## config.mk

```make
export PLATFORM = sky130hd
export DESIGN_NAME = like_wildcard_matcher_flat
export DESIGN_NICKNAME = d
export VERILOG_FILES = /design/src/lwm_pkg.sv /design/src/lwm_if.sv /design/src/lwm_cell.sv /design/src/like_wildcard_matcher.sv /design/src/flat_wrapper.sv
export SDC_FILE = /design/constraint.sdc
export NUM_CORES = 1
export LEC_CHECK = 0
export BUFFER_PORTS_ARGS = -buffer_cell sky130_fd_sc_hd__buf_2
export CAP_MARGIN = 5
export CORE_ASPECT_RATIO = 1.75
export CORE_MARGIN = 5
export CORE_UTILIZATION = 50
export CTS_BUF_LIST = sky130_fd_sc_hd__clkbuf_4
export CTS_CLUSTER_DIAMETER = 80
export DETAILED_ROUTE_END_ITERATION = 10
export PLACE_DENSITY_LB_ADDON = 0.1
export SKIP_LAST_GASP = 1
export SYNTH_ARGS = -nofsm -noshare
export SYNTH_HDL_FRONTEND = slang
export SYNTH_SLANG_ARGS = --single-unit
```

## constraint.sdc

```tcl
create_clock -name clk -period 6.7 [get_ports clk]
set_clock_uncertainty 0.2 [all_clocks]
set_input_delay 0.67 -clock clk [delete_from_list [all_inputs] [get_ports clk]]
set_output_delay 0.67 -clock clk [all_outputs]
set_load 0.005 [all_outputs]
```

## src/lwm_pkg.sv

```systemverilog
`timescale 1ns / 1ps
// ----------------------------------------------------------------------------
// lwm_pkg
// Shared constants and types of the LIKE wildcard matcher.
// ----------------------------------------------------------------------------
package lwm_pkg;

	localparam int MAX_PATTERN = 32;

	localparam logic [7:0] CH_ANY_RUN = 8'h25;  // '%'
	localparam logic [7:0] CH_ANY_ONE = 8'h5F;  // '_'

	localparam logic [1:0] OP_APPEND = 2'd0;
	localparam logic [1:0] OP_CLEAR  = 2'd1;
	localparam logic [1:0] OP_TEXT   = 2'd2;
	localparam logic [1:0] OP_END    = 2'd3;

	// Broadcast from the top level to every pattern cell.
	typedef struct packed {
		logic       step;     // consume a text byte
		logic       restart;  // reload the active set from position zero
		logic       clear;    // drop the pattern
		logic [7:0] ch;
	} cell_ctl_t;

endpackage

```

## src/lwm_if.sv

```systemverilog
`timescale 1ns / 1ps
// ----------------------------------------------------------------------------
// lwm_if
// Request and result channels of the LIKE wildcard matcher.
// ----------------------------------------------------------------------------
interface lwm_req_if;
	logic       valid;
	logic       ready;
	logic [1:0] op;
	logic [7:0] ch;

	modport source (output valid, output op, output ch, input ready);
	modport sink   (input valid, input op, input ch, output ready);
endinterface

interface lwm_res_if;
	logic valid;
	logic ready;
	logic match;
	logic pattern_overflow;

	modport source (output valid, output match, output pattern_overflow, input ready);
	modport sink   (input valid, input match, input pattern_overflow, output ready);
endinterface

```

## src/lwm_cell.sv

```systemverilog
`timescale 1ns / 1ps
// ----------------------------------------------------------------------------
// lwm_cell
// One pattern position: holds a pattern byte and the active bit of its position.
// ----------------------------------------------------------------------------
module lwm_cell #(
	parameter bit ACT_RESET = 1'b0
) (
	input  logic               clk,
	input  logic               arst_n,
	input  lwm_pkg::cell_ctl_t ctl,
	input  logic               wr_en,
	input  logic               adv_in,
	input  logic               carry_in,
	input  logic               init_in,
	output logic               adv_out,
	output logic               carry_out,
	output logic               init_out,
	output logic               act
);

	logic [7:0] pat_q;
	logic       valid_q;
	logic       act_q;
	logic       is_pct;
	logic       hit;
	logic       closed;
	logic       new_pct;

	assign is_pct = valid_q && (pat_q == lwm_pkg::CH_ANY_RUN);
	assign hit    = valid_q && !is_pct &&
		((pat_q == lwm_pkg::CH_ANY_ONE) || (pat_q == ctl.ch));

	// A '%' keeps its own position alive; closure then carries it one further.
	assign closed    = (act_q && is_pct) || adv_in || carry_in;
	assign carry_out = closed && is_pct;
	assign adv_out   = act_q && hit;

	// Restart set under the pattern as it stands after this request.
	assign new_pct  = !ctl.clear && (wr_en ? (ctl.ch == lwm_pkg::CH_ANY_RUN) : is_pct);
	assign init_out = init_in && new_pct;
	assign act      = act_q;

	always_ff @(posedge clk) begin
		if (wr_en) begin
			pat_q <= ctl.ch;
		end
	end

	always_ff @(posedge clk or negedge arst_n) begin
		if (!arst_n) begin
			valid_q <= 1'b0;
			act_q   <= ACT_RESET;
		end else begin
			if (ctl.clear) begin
				valid_q <= 1'b0;
			end else if (wr_en) begin
				valid_q <= 1'b1;
			end
			if (ctl.restart) begin
				act_q <= init_in;
			end else if (ctl.step) begin
				act_q <= closed;
			end
		end
	end

endmodule

```

## src/like_wildcard_matcher.sv

```systemverilog
`timescale 1ns / 1ps
// An end-of-text request's result is registered, valid the cycle after it is accepted.
// Throughput: one request per cycle while no result waits untaken; all pattern cells update
// in parallel on each text byte, the active set settling through a one-gate-per-cell ripple.
// Reset: empty pattern, no overflow, only position zero active, no result pending.
// The pattern bytes themselves are not reset; a cell reads only once written.
// ----------------------------------------------------------------------------
// like_wildcard_matcher
// SQL LIKE matcher over a row of pattern cells tracking the active position set.
// ----------------------------------------------------------------------------
module like_wildcard_matcher #(
	parameter int MAX_PATTERN = lwm_pkg::MAX_PATTERN
) (
	input  logic     clk,
	input  logic     arst_n,
	lwm_req_if.sink  req,
	lwm_res_if.source res
);

	localparam int LEN_W = $clog2(MAX_PATTERN + 1);

	logic                   req_acc;
	logic [LEN_W-1:0]       len_q;
	logic                   ovf_q;
	logic                   act_last_q;
	logic                   res_valid_q;
	logic                   match_q;
	logic                   res_ovf_q;
	lwm_pkg::cell_ctl_t     ctl;
	logic [MAX_PATTERN-1:0] wr_en;
	logic [MAX_PATTERN:0]   adv_c;
	logic [MAX_PATTERN:0]   carry_c;
	logic [MAX_PATTERN:0]   init_c;
	logic [MAX_PATTERN:0]   act_vec;
	logic                   is_full;

	assign req.ready = !res_valid_q || res.ready;
	assign req_acc   = req.valid && req.ready;
	assign is_full   = (len_q == LEN_W'(MAX_PATTERN));

	always_comb begin
		ctl.step    = 1'b0;
		ctl.restart = 1'b0;
		ctl.clear   = 1'b0;
		ctl.ch      = req.ch;
		if (req_acc) begin
			unique case (req.op)
				lwm_pkg::OP_APPEND: begin
					ctl.restart = 1'b1;
				end
				lwm_pkg::OP_CLEAR: begin
					ctl.restart = 1'b1;
					ctl.clear   = 1'b1;
				end
				lwm_pkg::OP_TEXT: begin
					ctl.step = 1'b1;
				end
				lwm_pkg::OP_END: begin
					ctl.restart = 1'b1;
				end
			endcase
		end
	end

	assign adv_c[0]   = 1'b0;
	assign carry_c[0] = 1'b0;
	assign init_c[0]  = 1'b1;

	for (genvar i = 0; i < MAX_PATTERN; i++) begin : g_cell
		assign wr_en[i] = req_acc && (req.op == lwm_pkg::OP_APPEND) && (len_q == LEN_W'(i));

		lwm_cell #(
			.ACT_RESET(i == 0)
		) u_cell (
			.clk      (clk),
			.arst_n   (arst_n),
			.ctl      (ctl),
			.wr_en    (wr_en[i]),
			.adv_in   (adv_c[i]),
			.carry_in (carry_c[i]),
			.init_in  (init_c[i]),
			.adv_out  (adv_c[i+1]),
			.carry_out(carry_c[i+1]),
			.init_out (init_c[i+1]),
			.act      (act_vec[i])
		);
	end

	// The final position has no pattern byte of its own; it only collects.
	assign act_vec[MAX_PATTERN] = act_last_q;

	always_ff @(posedge clk or negedge arst_n) begin
		if (!arst_n) begin
			len_q       <= '0;
			ovf_q       <= 1'b0;
			act_last_q  <= 1'b0;
			res_valid_q <= 1'b0;
		end else begin
			if (ctl.restart) begin
				act_last_q <= init_c[MAX_PATTERN];
			end else if (ctl.step) begin
				act_last_q <= adv_c[MAX_PATTERN] || carry_c[MAX_PATTERN];
			end
			if (ctl.clear) begin
				len_q <= '0;
				ovf_q <= 1'b0;
			end else if (req_acc && (req.op == lwm_pkg::OP_APPEND)) begin
				if (is_full) begin
					ovf_q <= 1'b1;
				end else begin
					len_q <= len_q + LEN_W'(1);
				end
			end
			if (req_acc && (req.op == lwm_pkg::OP_END)) begin
				res_valid_q <= 1'b1;
			end else if (res.ready) begin
				res_valid_q <= 1'b0;
			end
		end
	end

	always_ff @(posedge clk) begin
		if (req_acc && (req.op == lwm_pkg::OP_END)) begin
			match_q   <= act_vec[len_q] && !ovf_q;
			res_ovf_q <= ovf_q;
		end
	end

	assign res.valid            = res_valid_q;
	assign res.match            = match_q;
	assign res.pattern_overflow = res_ovf_q;

	a_end_gives_result: assert property (@(posedge clk) disable iff (!arst_n)
		req_acc && (req.op == lwm_pkg::OP_END) |=> res.valid)
		else $error("end-of-text request produced no result");

	a_ovf_only_full: assert property (@(posedge clk) disable iff (!arst_n)
		ovf_q |-> is_full)
		else $error("overflow flagged with room left in the store");

	a_match_needs_fit: assert property (@(posedge clk) disable iff (!arst_n)
		res.valid && res.match |-> !res.pattern_overflow)
		else $error("match reported for an overflowed pattern");

	a_clear_resets_set: assert property (@(posedge clk) disable iff (!arst_n)
		ctl.clear |=> (act_vec == (MAX_PATTERN + 1)'(1)) && (len_q == '0))
		else $error("clear did not return to position zero");

	a_active_within_len: assert property (@(posedge clk) disable iff (!arst_n)
		(len_q != LEN_W'(MAX_PATTERN)) |-> !act_vec[MAX_PATTERN])
		else $error("active position beyond the pattern length");

endmodule
```

## src/flat_wrapper.sv

```systemverilog
// flat-port wrapper written by rule: the top's interface ports become plain ports
module like_wildcard_matcher_flat 
#(
	parameter int MAX_PATTERN = lwm_pkg::MAX_PATTERN
)
  (clk, arst_n, req_valid, req_op, req_ch, req_ready, res_valid, res_match, res_pattern_overflow, res_ready);
  lwm_req_if req_i ();
  lwm_res_if res_i ();
  input  logic clk;
  input  logic arst_n;
  input wire logic [$bits(req_i.valid)-1:0] req_valid;
  input wire logic [$bits(req_i.op)-1:0] req_op;
  input wire logic [$bits(req_i.ch)-1:0] req_ch;
  output wire logic [$bits(req_i.ready)-1:0] req_ready;
  output wire logic [$bits(res_i.valid)-1:0] res_valid;
  output wire logic [$bits(res_i.match)-1:0] res_match;
  output wire logic [$bits(res_i.pattern_overflow)-1:0] res_pattern_overflow;
  input wire logic [$bits(res_i.ready)-1:0] res_ready;
  assign req_i.valid = req_valid;
  assign req_i.op = req_op;
  assign req_i.ch = req_ch;
  assign req_ready = req_i.ready;
  assign res_valid = res_i.valid;
  assign res_match = res_i.match;
  assign res_pattern_overflow = res_i.pattern_overflow;
  assign res_i.ready = res_ready;
  like_wildcard_matcher #(.MAX_PATTERN(MAX_PATTERN)) u_core (.clk(clk), .arst_n(arst_n), .req(req_i), .res(res_i));
endmodule
```

# Word-level counts from Yosys, hierarchy flattened
# Index checks and enable logic that the tools add are counted.
[totals] regBits=331 latchBits=0 mem_bits_rw=0 romBits=0 inputBits=14 out_inout_bits=4 wordCells=876 mem_count=0
[classes] n_addsub=1 multipliers=0 n_div=0 n_lt_le_gt_ge=1 eq_ne=133 shifts=0 mux=176 bitwise_logic=0 n_reduce_logical=463
[op_table] op="$logic_and A1 B1 Y1" n=291
[op_table] op="$eq A8 B6 Y1 const B" n=33
[op_table] op="$eq A8 B7 Y1 const B" n=32
[op_table] op="$eq A8 B8 Y1" n=32
[op_table] op="$mux W1" n=171
[op_table] op="$eq A6 B5 Y1 const B" n=16
[op_table] op="$logic_or A1 B1 Y1" n=96
[op_table] op="$reduce_bool A2 Y1" n=36
[op_table] op="$eq A6 B4 Y1 const B" n=8
[op_table] op="$logic_not A1 Y1" n=35
[op_table] op="$eq A6 B3 Y1 const B" n=4
[op_table] op="$mux W6" n=3
[op_table] op="$eq A6 B2 Y1 const B" n=2
[op_table] op="$lt A6 B7 Y1 const B" n=1
[op_table] op="$add A6 B1 Y6 const B" n=1
[op_table] op="$bmux W1 S6" n=1
[op_table] op="$eq A6 B1 Y1 const B" n=1
[op_table] op="$eq A6 B6 Y1 const B" n=1
[op_table] op="$logic_not A6 Y1" n=1
[op_table] op="$eq A2 B2 Y1 const B" n=2
[op_table] op="$reduce_and A2 Y1" n=2
[op_table] op="$mux W3" n=1
[op_table] op="$reduce_or A3 Y1" n=1
[op_table] op="$eq A2 B1 Y1 const B" n=1
[op_table] op="other kinds (2)" n=2

# Depth between registers and ports, before layout
[depth] word_depth=72 mapped_depth=16 ltp_nobuf=15

# Modules after synthesis
# A second synthesis with hierarchy kept.
[hier_totals] cells_unflattened=1577 hier_area_um2=18440.2
[modules_own_cells] mod="lwm_cell at u_core.g_cell[10].u_cell ..." instances=31 cells_each=45 area_per_inst_um2=541.8 seq_area_each_um2=290.3
[modules_own_cells] mod="like_wildcard_matcher" instances=1 cells_each=137 area_per_inst_um2=1102.3 seq_area_each_um2=285.3
[modules_own_cells] mod="lwm_cell at u_core.g_cell[0].u_cell" instances=1 cells_each=45 area_per_inst_um2=543.0 seq_area_each_um2=291.5

# Least setup slack after synthesis
# Ideal clock, no wire load.
[synth_path] path_type="register -> register" startpoint="reg u_core.len_q[0]" endpoint="reg u_core.g_cell[31].u_cell.act_q" setup_time_ns=0.077 t_arrival_ns=4.050 required_ns=6.423 setup_slack_ns=2.373 stages_incl_launch_ff=15 path_buffers=1 synth_period_minus_slack_ns=4.327 path_cell_list="dfrtp_1 -> buf_1 -> inv_1 -> ha_1 -> inv_1 -> nor4_1 -> mux2_2 -> nor3_1 -> nand4bb_1 -> or4_4 -> nor3_2 -> and2_1 -> or3_1 -> o21ai_1 -> a21oi_1"
[synth_between] word_cells_on_any_way=155 cone_classes="30 x eq/ne; 32 x mux; 93 x reduce/logical"
[synth_lines] element="start, declared" line="like_wildcard_matcher.sv:23" rtl="logic [LEN_W-1:0] len_q;"
[synth_lines] element="start signal, assigned" line="like_wildcard_matcher.sv:111" rtl="len_q <= len_q + LEN_W'(1);"
[synth_lines] element="$eq A6 B5 Y1" line="like_wildcard_matcher.sv:70" rtl="assign wr_en[i] = req_acc && (req.op == lwm_pkg::OP_APPEND) && (len_q == LEN_W'(i));"
[synth_lines] element="$logic_and A1 B1 Y1" line="like_wildcard_matcher.sv:70"
[synth_lines] element="named net u_core.g_cell[20].u_cell.wr_en" line="lwm_cell.sv:12" rtl="input logic wr_en,"
[synth_lines] element="$mux W1" line="lwm_cell.sv:40" rtl="assign new_pct = !ctl.clear && (wr_en ? (ctl.ch == lwm_pkg::CH_ANY_RUN) : is_pct);"
[synth_lines] element="$logic_and A1 B1 Y1" line="lwm_cell.sv:40"
[synth_lines] element="$logic_and A1 B1 Y1 (11 in series)" line="lwm_cell.sv:41" rtl="assign init_out = init_in && new_pct;"
[synth_lines] element="$mux W1" line="lwm_cell.sv:60" rtl="if (ctl.restart) begin"
[synth_lines] element="end signal, assigned" line="lwm_cell.sv:61" rtl="act_q <= init_in;"
[synth_lines] element="end signal, assigned" line="lwm_cell.sv:63" rtl="act_q <= closed;"
[synth_lines] element="end, declared" line="lwm_cell.sv:24" rtl="logic act_q;"
# The timed path passes the listed nets, and every way through them passes these cells.
# A chain may end at the register's enable or synchronous reset.

# Final worst setup path
[layout_path] startpoint="reg u_core.len_q[1]" endpoint="reg u_core.g_cell[31].u_cell.act_q"
[layout_between] elab_chain_cells=35 word_cells_on_any_way=155 cone_classes="30 x eq/ne; 32 x mux; 93 x reduce/logical"
[layout_rtl] element="$eq A6 B1 Y1 / $logic_not A6 Y1 (equally long branches)" line="like_wildcard_matcher.sv:70"
[layout_rtl] element="$logic_and A1 B1 Y1" line="like_wildcard_matcher.sv:70"
[layout_rtl] element="$mux W1" line="lwm_cell.sv:40"
[layout_rtl] element="$logic_and A1 B1 Y1" line="lwm_cell.sv:40"
[layout_rtl] element="$logic_and A1 B1 Y1 (29 in series)" line="lwm_cell.sv:41"
[layout_rtl] element="$logic_and A1 B1 Y1 *" line="lwm_cell.sv:41"
[layout_rtl] element="$mux W1 *" line="lwm_cell.sv:60"
# Every way passes the cells marked *; elsewhere a longest branch is shown, timed or not.

==> impl_metrics.toml <==
[routing]
ant_nets = 0
vias = 13763
drc = 0
wirelength_um = 52000
dr.pass1.iters = 6
wire_per_inst_um = 23.4
vias_per_cell = 6.19
drt_iter0_markers = 1110

[yosys]
synth_edf_count = 258
synth_flop_cell = "edfxtp_1"
synthMuxAreaShare_pct = 2.00
synthCells = 1611
avgSynthCellArea_um2 = 11.2
yosys.cell_types.count = 94
seq_area_frac_synth_pct = 52.9
ys_async_sr_fraction_pct = 22.1
yosys_register_bits = 331
synth_warnings = 0
synthSimpleGateAreaFrac_pct = 20.0
synth_xor_xnor_area_share_pct = 12.4
synth_area_um2 = 18100
synth_fa_ha_area_share_pct = 0.276
synth_compound_area_share_pct = 9.71
synth_top_family_by_area = "simple AND/OR/NAND/NOR gates"
syn_nets = 1629

[die]
dieArea_um2 = 40300
rows = 92
core_area_um2 = 35900
die_h_um = 262
start_util_pct = 50.4
boundaryPins = 18
die_w_um = 154

[status]
status = "finished, final reports clean"

[setup_path]
worstPathMaxFanout = 13
worst-path-buf-inv = 1
crit_arrival_ns = 5.12
cp.depth = 14
cpLargestDelayFamily = "simple AND/OR/NAND/NOR gates"
start_kind = "register"
critPathSlowestCell = "dfrtp_1"
path_cells = "inv_1 > ha_1 > nand2b_1 > nand2_1 > a2111oi_0 > o221ai_1 > nor3b_1 > nand4_2 > or4_4 > nor3_2 > and2_1 > or3_1 > o21ai_1 > a21oi_1"
cp-startpoint = "u_core.len_q[1]"
reg2reg_from = "u_core.len_q[1]"
reg2reg_depth = 14
setup.worst_path.class = "reg -> reg"
worstPathRequired_ns = 7.19
worstReg2RegEnd = "u_core.g_cell[31].u_cell.act"
cp-end-kind = "register"
crit_end = "u_core.g_cell[31].u_cell.act"
critPathMaxStageDelay_ns = 0.93
r2r_slack_ns = 2.07

[pwr]
internal_power_uw = 3250
vdd_drop_max_mv = 0.129
leakagePower_uw = 0.00684
power_density_nw_per_um2 = 220
power.switching_uw = 1130
power.share.combinational_pct = 8.8
p_seq_share_pct = 52.5
swShare_pct = 25.8
clkPwrFrac_pct = 38.7

[sta]
min_period_ns = 4.63
slew_headroom_pct = 13.9
tns_ns = 0
setup_viol = 0
fmax_mhz = 216
drv_slew = 0
fin_crit_sh_pct = 69.1
rsz0062_at_grt = "false"
hold_viol_final = 0
worstMarginPinSlew_ns = 1.29

[placement]
dp_hpwl_um = 35700
port_buffers = 17
place_congestion = 0.899
placed_cell_area_um2 = 18900

[clocking]
cts_setup_buffers = 0
htree_levels = 3
cts_resized = 0
cts_tree = "done"
cts_sinks = 331
cts.reportedPaths.clkPinSlew_ns = 0.07
cts-root-buf = "clkbuf_4"
worstSkewPairLatency_ns = 0.80
cts_buffers = 79
cts_buffer_depth = 3

[final_layout]
layout_commonest_cell = "edfxtp_1"
nNetsFinal = 1705
drive_gt1_share_pct = 14.5
post-route-cell-area_um2 = 19900
fin_util_pct = 55.5
fillCellCount = 3200
area_growth_pct = 10.0
final_cell_mix = "edfxtp_1, xor2_1, clkbuf_4, nor2_1, nand2_1"

[grt]
antenna_found_initial = 2
grt_pass1_wl_um = 81100
grt.overflow.total = 0
grt_usage_pct = 25.9
grt_pass1_vias = 14378
grt_max_degree = 68

[run]
maxCapViolations = 0

[worst_hold_path]
hold_path.class = "in -> async"
## cell usage after synthesis (all sizes together) (6+ instances only)
cell	instances	share of area, %
and3b	6	0.29
nor2b	17	0.59
buf	44	1.3
a22oi	6	0.25
and3	14	0.48
nor2	112	2.3
nand3	46	1.3
nand2	110	2.3
or4b	26	1.5
inv	45	0.93
and4b	7	0.39
clkbuf	22	0.46
xnor2	88	4.3
and2	12	0.43
o311ai	6	0.33
dfrtp	72	10
nor3	64	1.9
nand4	36	1.3
nand4b	17	0.82
a21oi	56	1.6
nand3b	35	1.5
o31ai	11	0.48
or3	16	0.55
edfxtp	258	43
a211oi	10	0.41
o21a	13	0.54
o211ai	9	0.37
nor4b	9	0.47
o21ai	57	1.6
nand2b	15	0.52
mux4	10	1.2
a31oi	17	0.59
or4	7	0.35
xor2	169	8.2
nor4	58	2.1
mux2i	8	0.44
## state kept, by name, summed over array words and instances (netlist names)
signal and count:
u_core.g_cell.u_cell.pat_q 256, u_core.g_cell.u_cell.act 32, u_core.len_q 6, u_core.res.match 1
u_core.ovf_q 1, u_core.act_last_q 1, u_core.res.valid 1, u_core.res.pattern_overflow 1
u_core.g_cell.u_cell.valid_q 32
## worst min path at each step
stage | to | slack (ns) | depth (start not counted)
floorplan | u_core.act_last_q | 0.17 | 0
global placement | u_core.g_cell[18].u_cell.valid_q | 0.29 | 1
detailed placement | u_core.g_cell[29].u_cell.valid_q | 0.30 | 1
CTS | u_core.g_cell[24].u_cell.valid_q | 0.008 | 2
global route | u_core.g_cell[24].u_cell.valid_q | 0.007 | 2
finish | u_core.g_cell[27].u_cell.valid_q | 0.06 | 2
## metal layers
metal | part of all wire, % | vias to the layer above | global-route usage [%] | wire length (um)
met4 | 5.0 | 0 | 13.8 | 2590
met2 | 54 | 503 | 48.5 | 27900
met3 | 5.3 | 168 | 4.25 | 2770
li1 | - | 6275 | - | -
met5 | 0 | - | 0 | 0
met1 | 36 | 6817 | 27.9 | 18700
## through the flow
step	std cells	setup WS, ns	hold slack, ns	power [uW]
floorplan	1611	2.37	0.174	2560
global placement	2074	1.94	0.285	2710
detailed placement	2074	1.88	0.297	2720
CTS	2218	2.13	0.00817	4430
global route	2223	1.90	0.00673	4580
finish	2223	2.07	0.0569	4380
## area by class of cell
cell class / instances / area, um2 / share of cell area (%)
Antenna cell: 5 / 12.5 / 0.0628
Clock buffer: 116 / 871 / 4.37
Clock inverter: 26 / 160 / 0.804
Inverter: 45 / 169 / 0.848
Multi-Input combinational cell: 1169 / 8080 / 40.5
Sequential cell: 331 / 9580 / 48.1
Tap cell: 470 / 588 / 2.95
Timing Repair Buffer: 61 / 468 / 2.35
## kinds of logic (layout without fill, tap and decap cells)
family,count (synthesis),after routing
xor+xnor,257,257
simple gates,628,628
mux,23,23
flops,331,331
buf+inv,111,248
fa+ha+maj,4,4
other cells,0,5
compound gates,257,257
## power by group through the flow
stage | Sequential [uW] | Clock (uW) | Combinational, uW
final | 2300 | 1690 | 385
after CTS | 2290 | 1750 | 385
after detailed placement | 2340 | 0 | 382
after floorplan | 2310 | 0 | 244
after global placement | 2340 | 0 | 377
after global routing | 2300 | 1860 | 415
## what timing repair did
item,in CTS,in global routing
hold endpoints to repair,7,0
setup endpoints to repair,0,0
hold buffers,2,0
No activity file was read; power rests on OpenSTA's default activity.
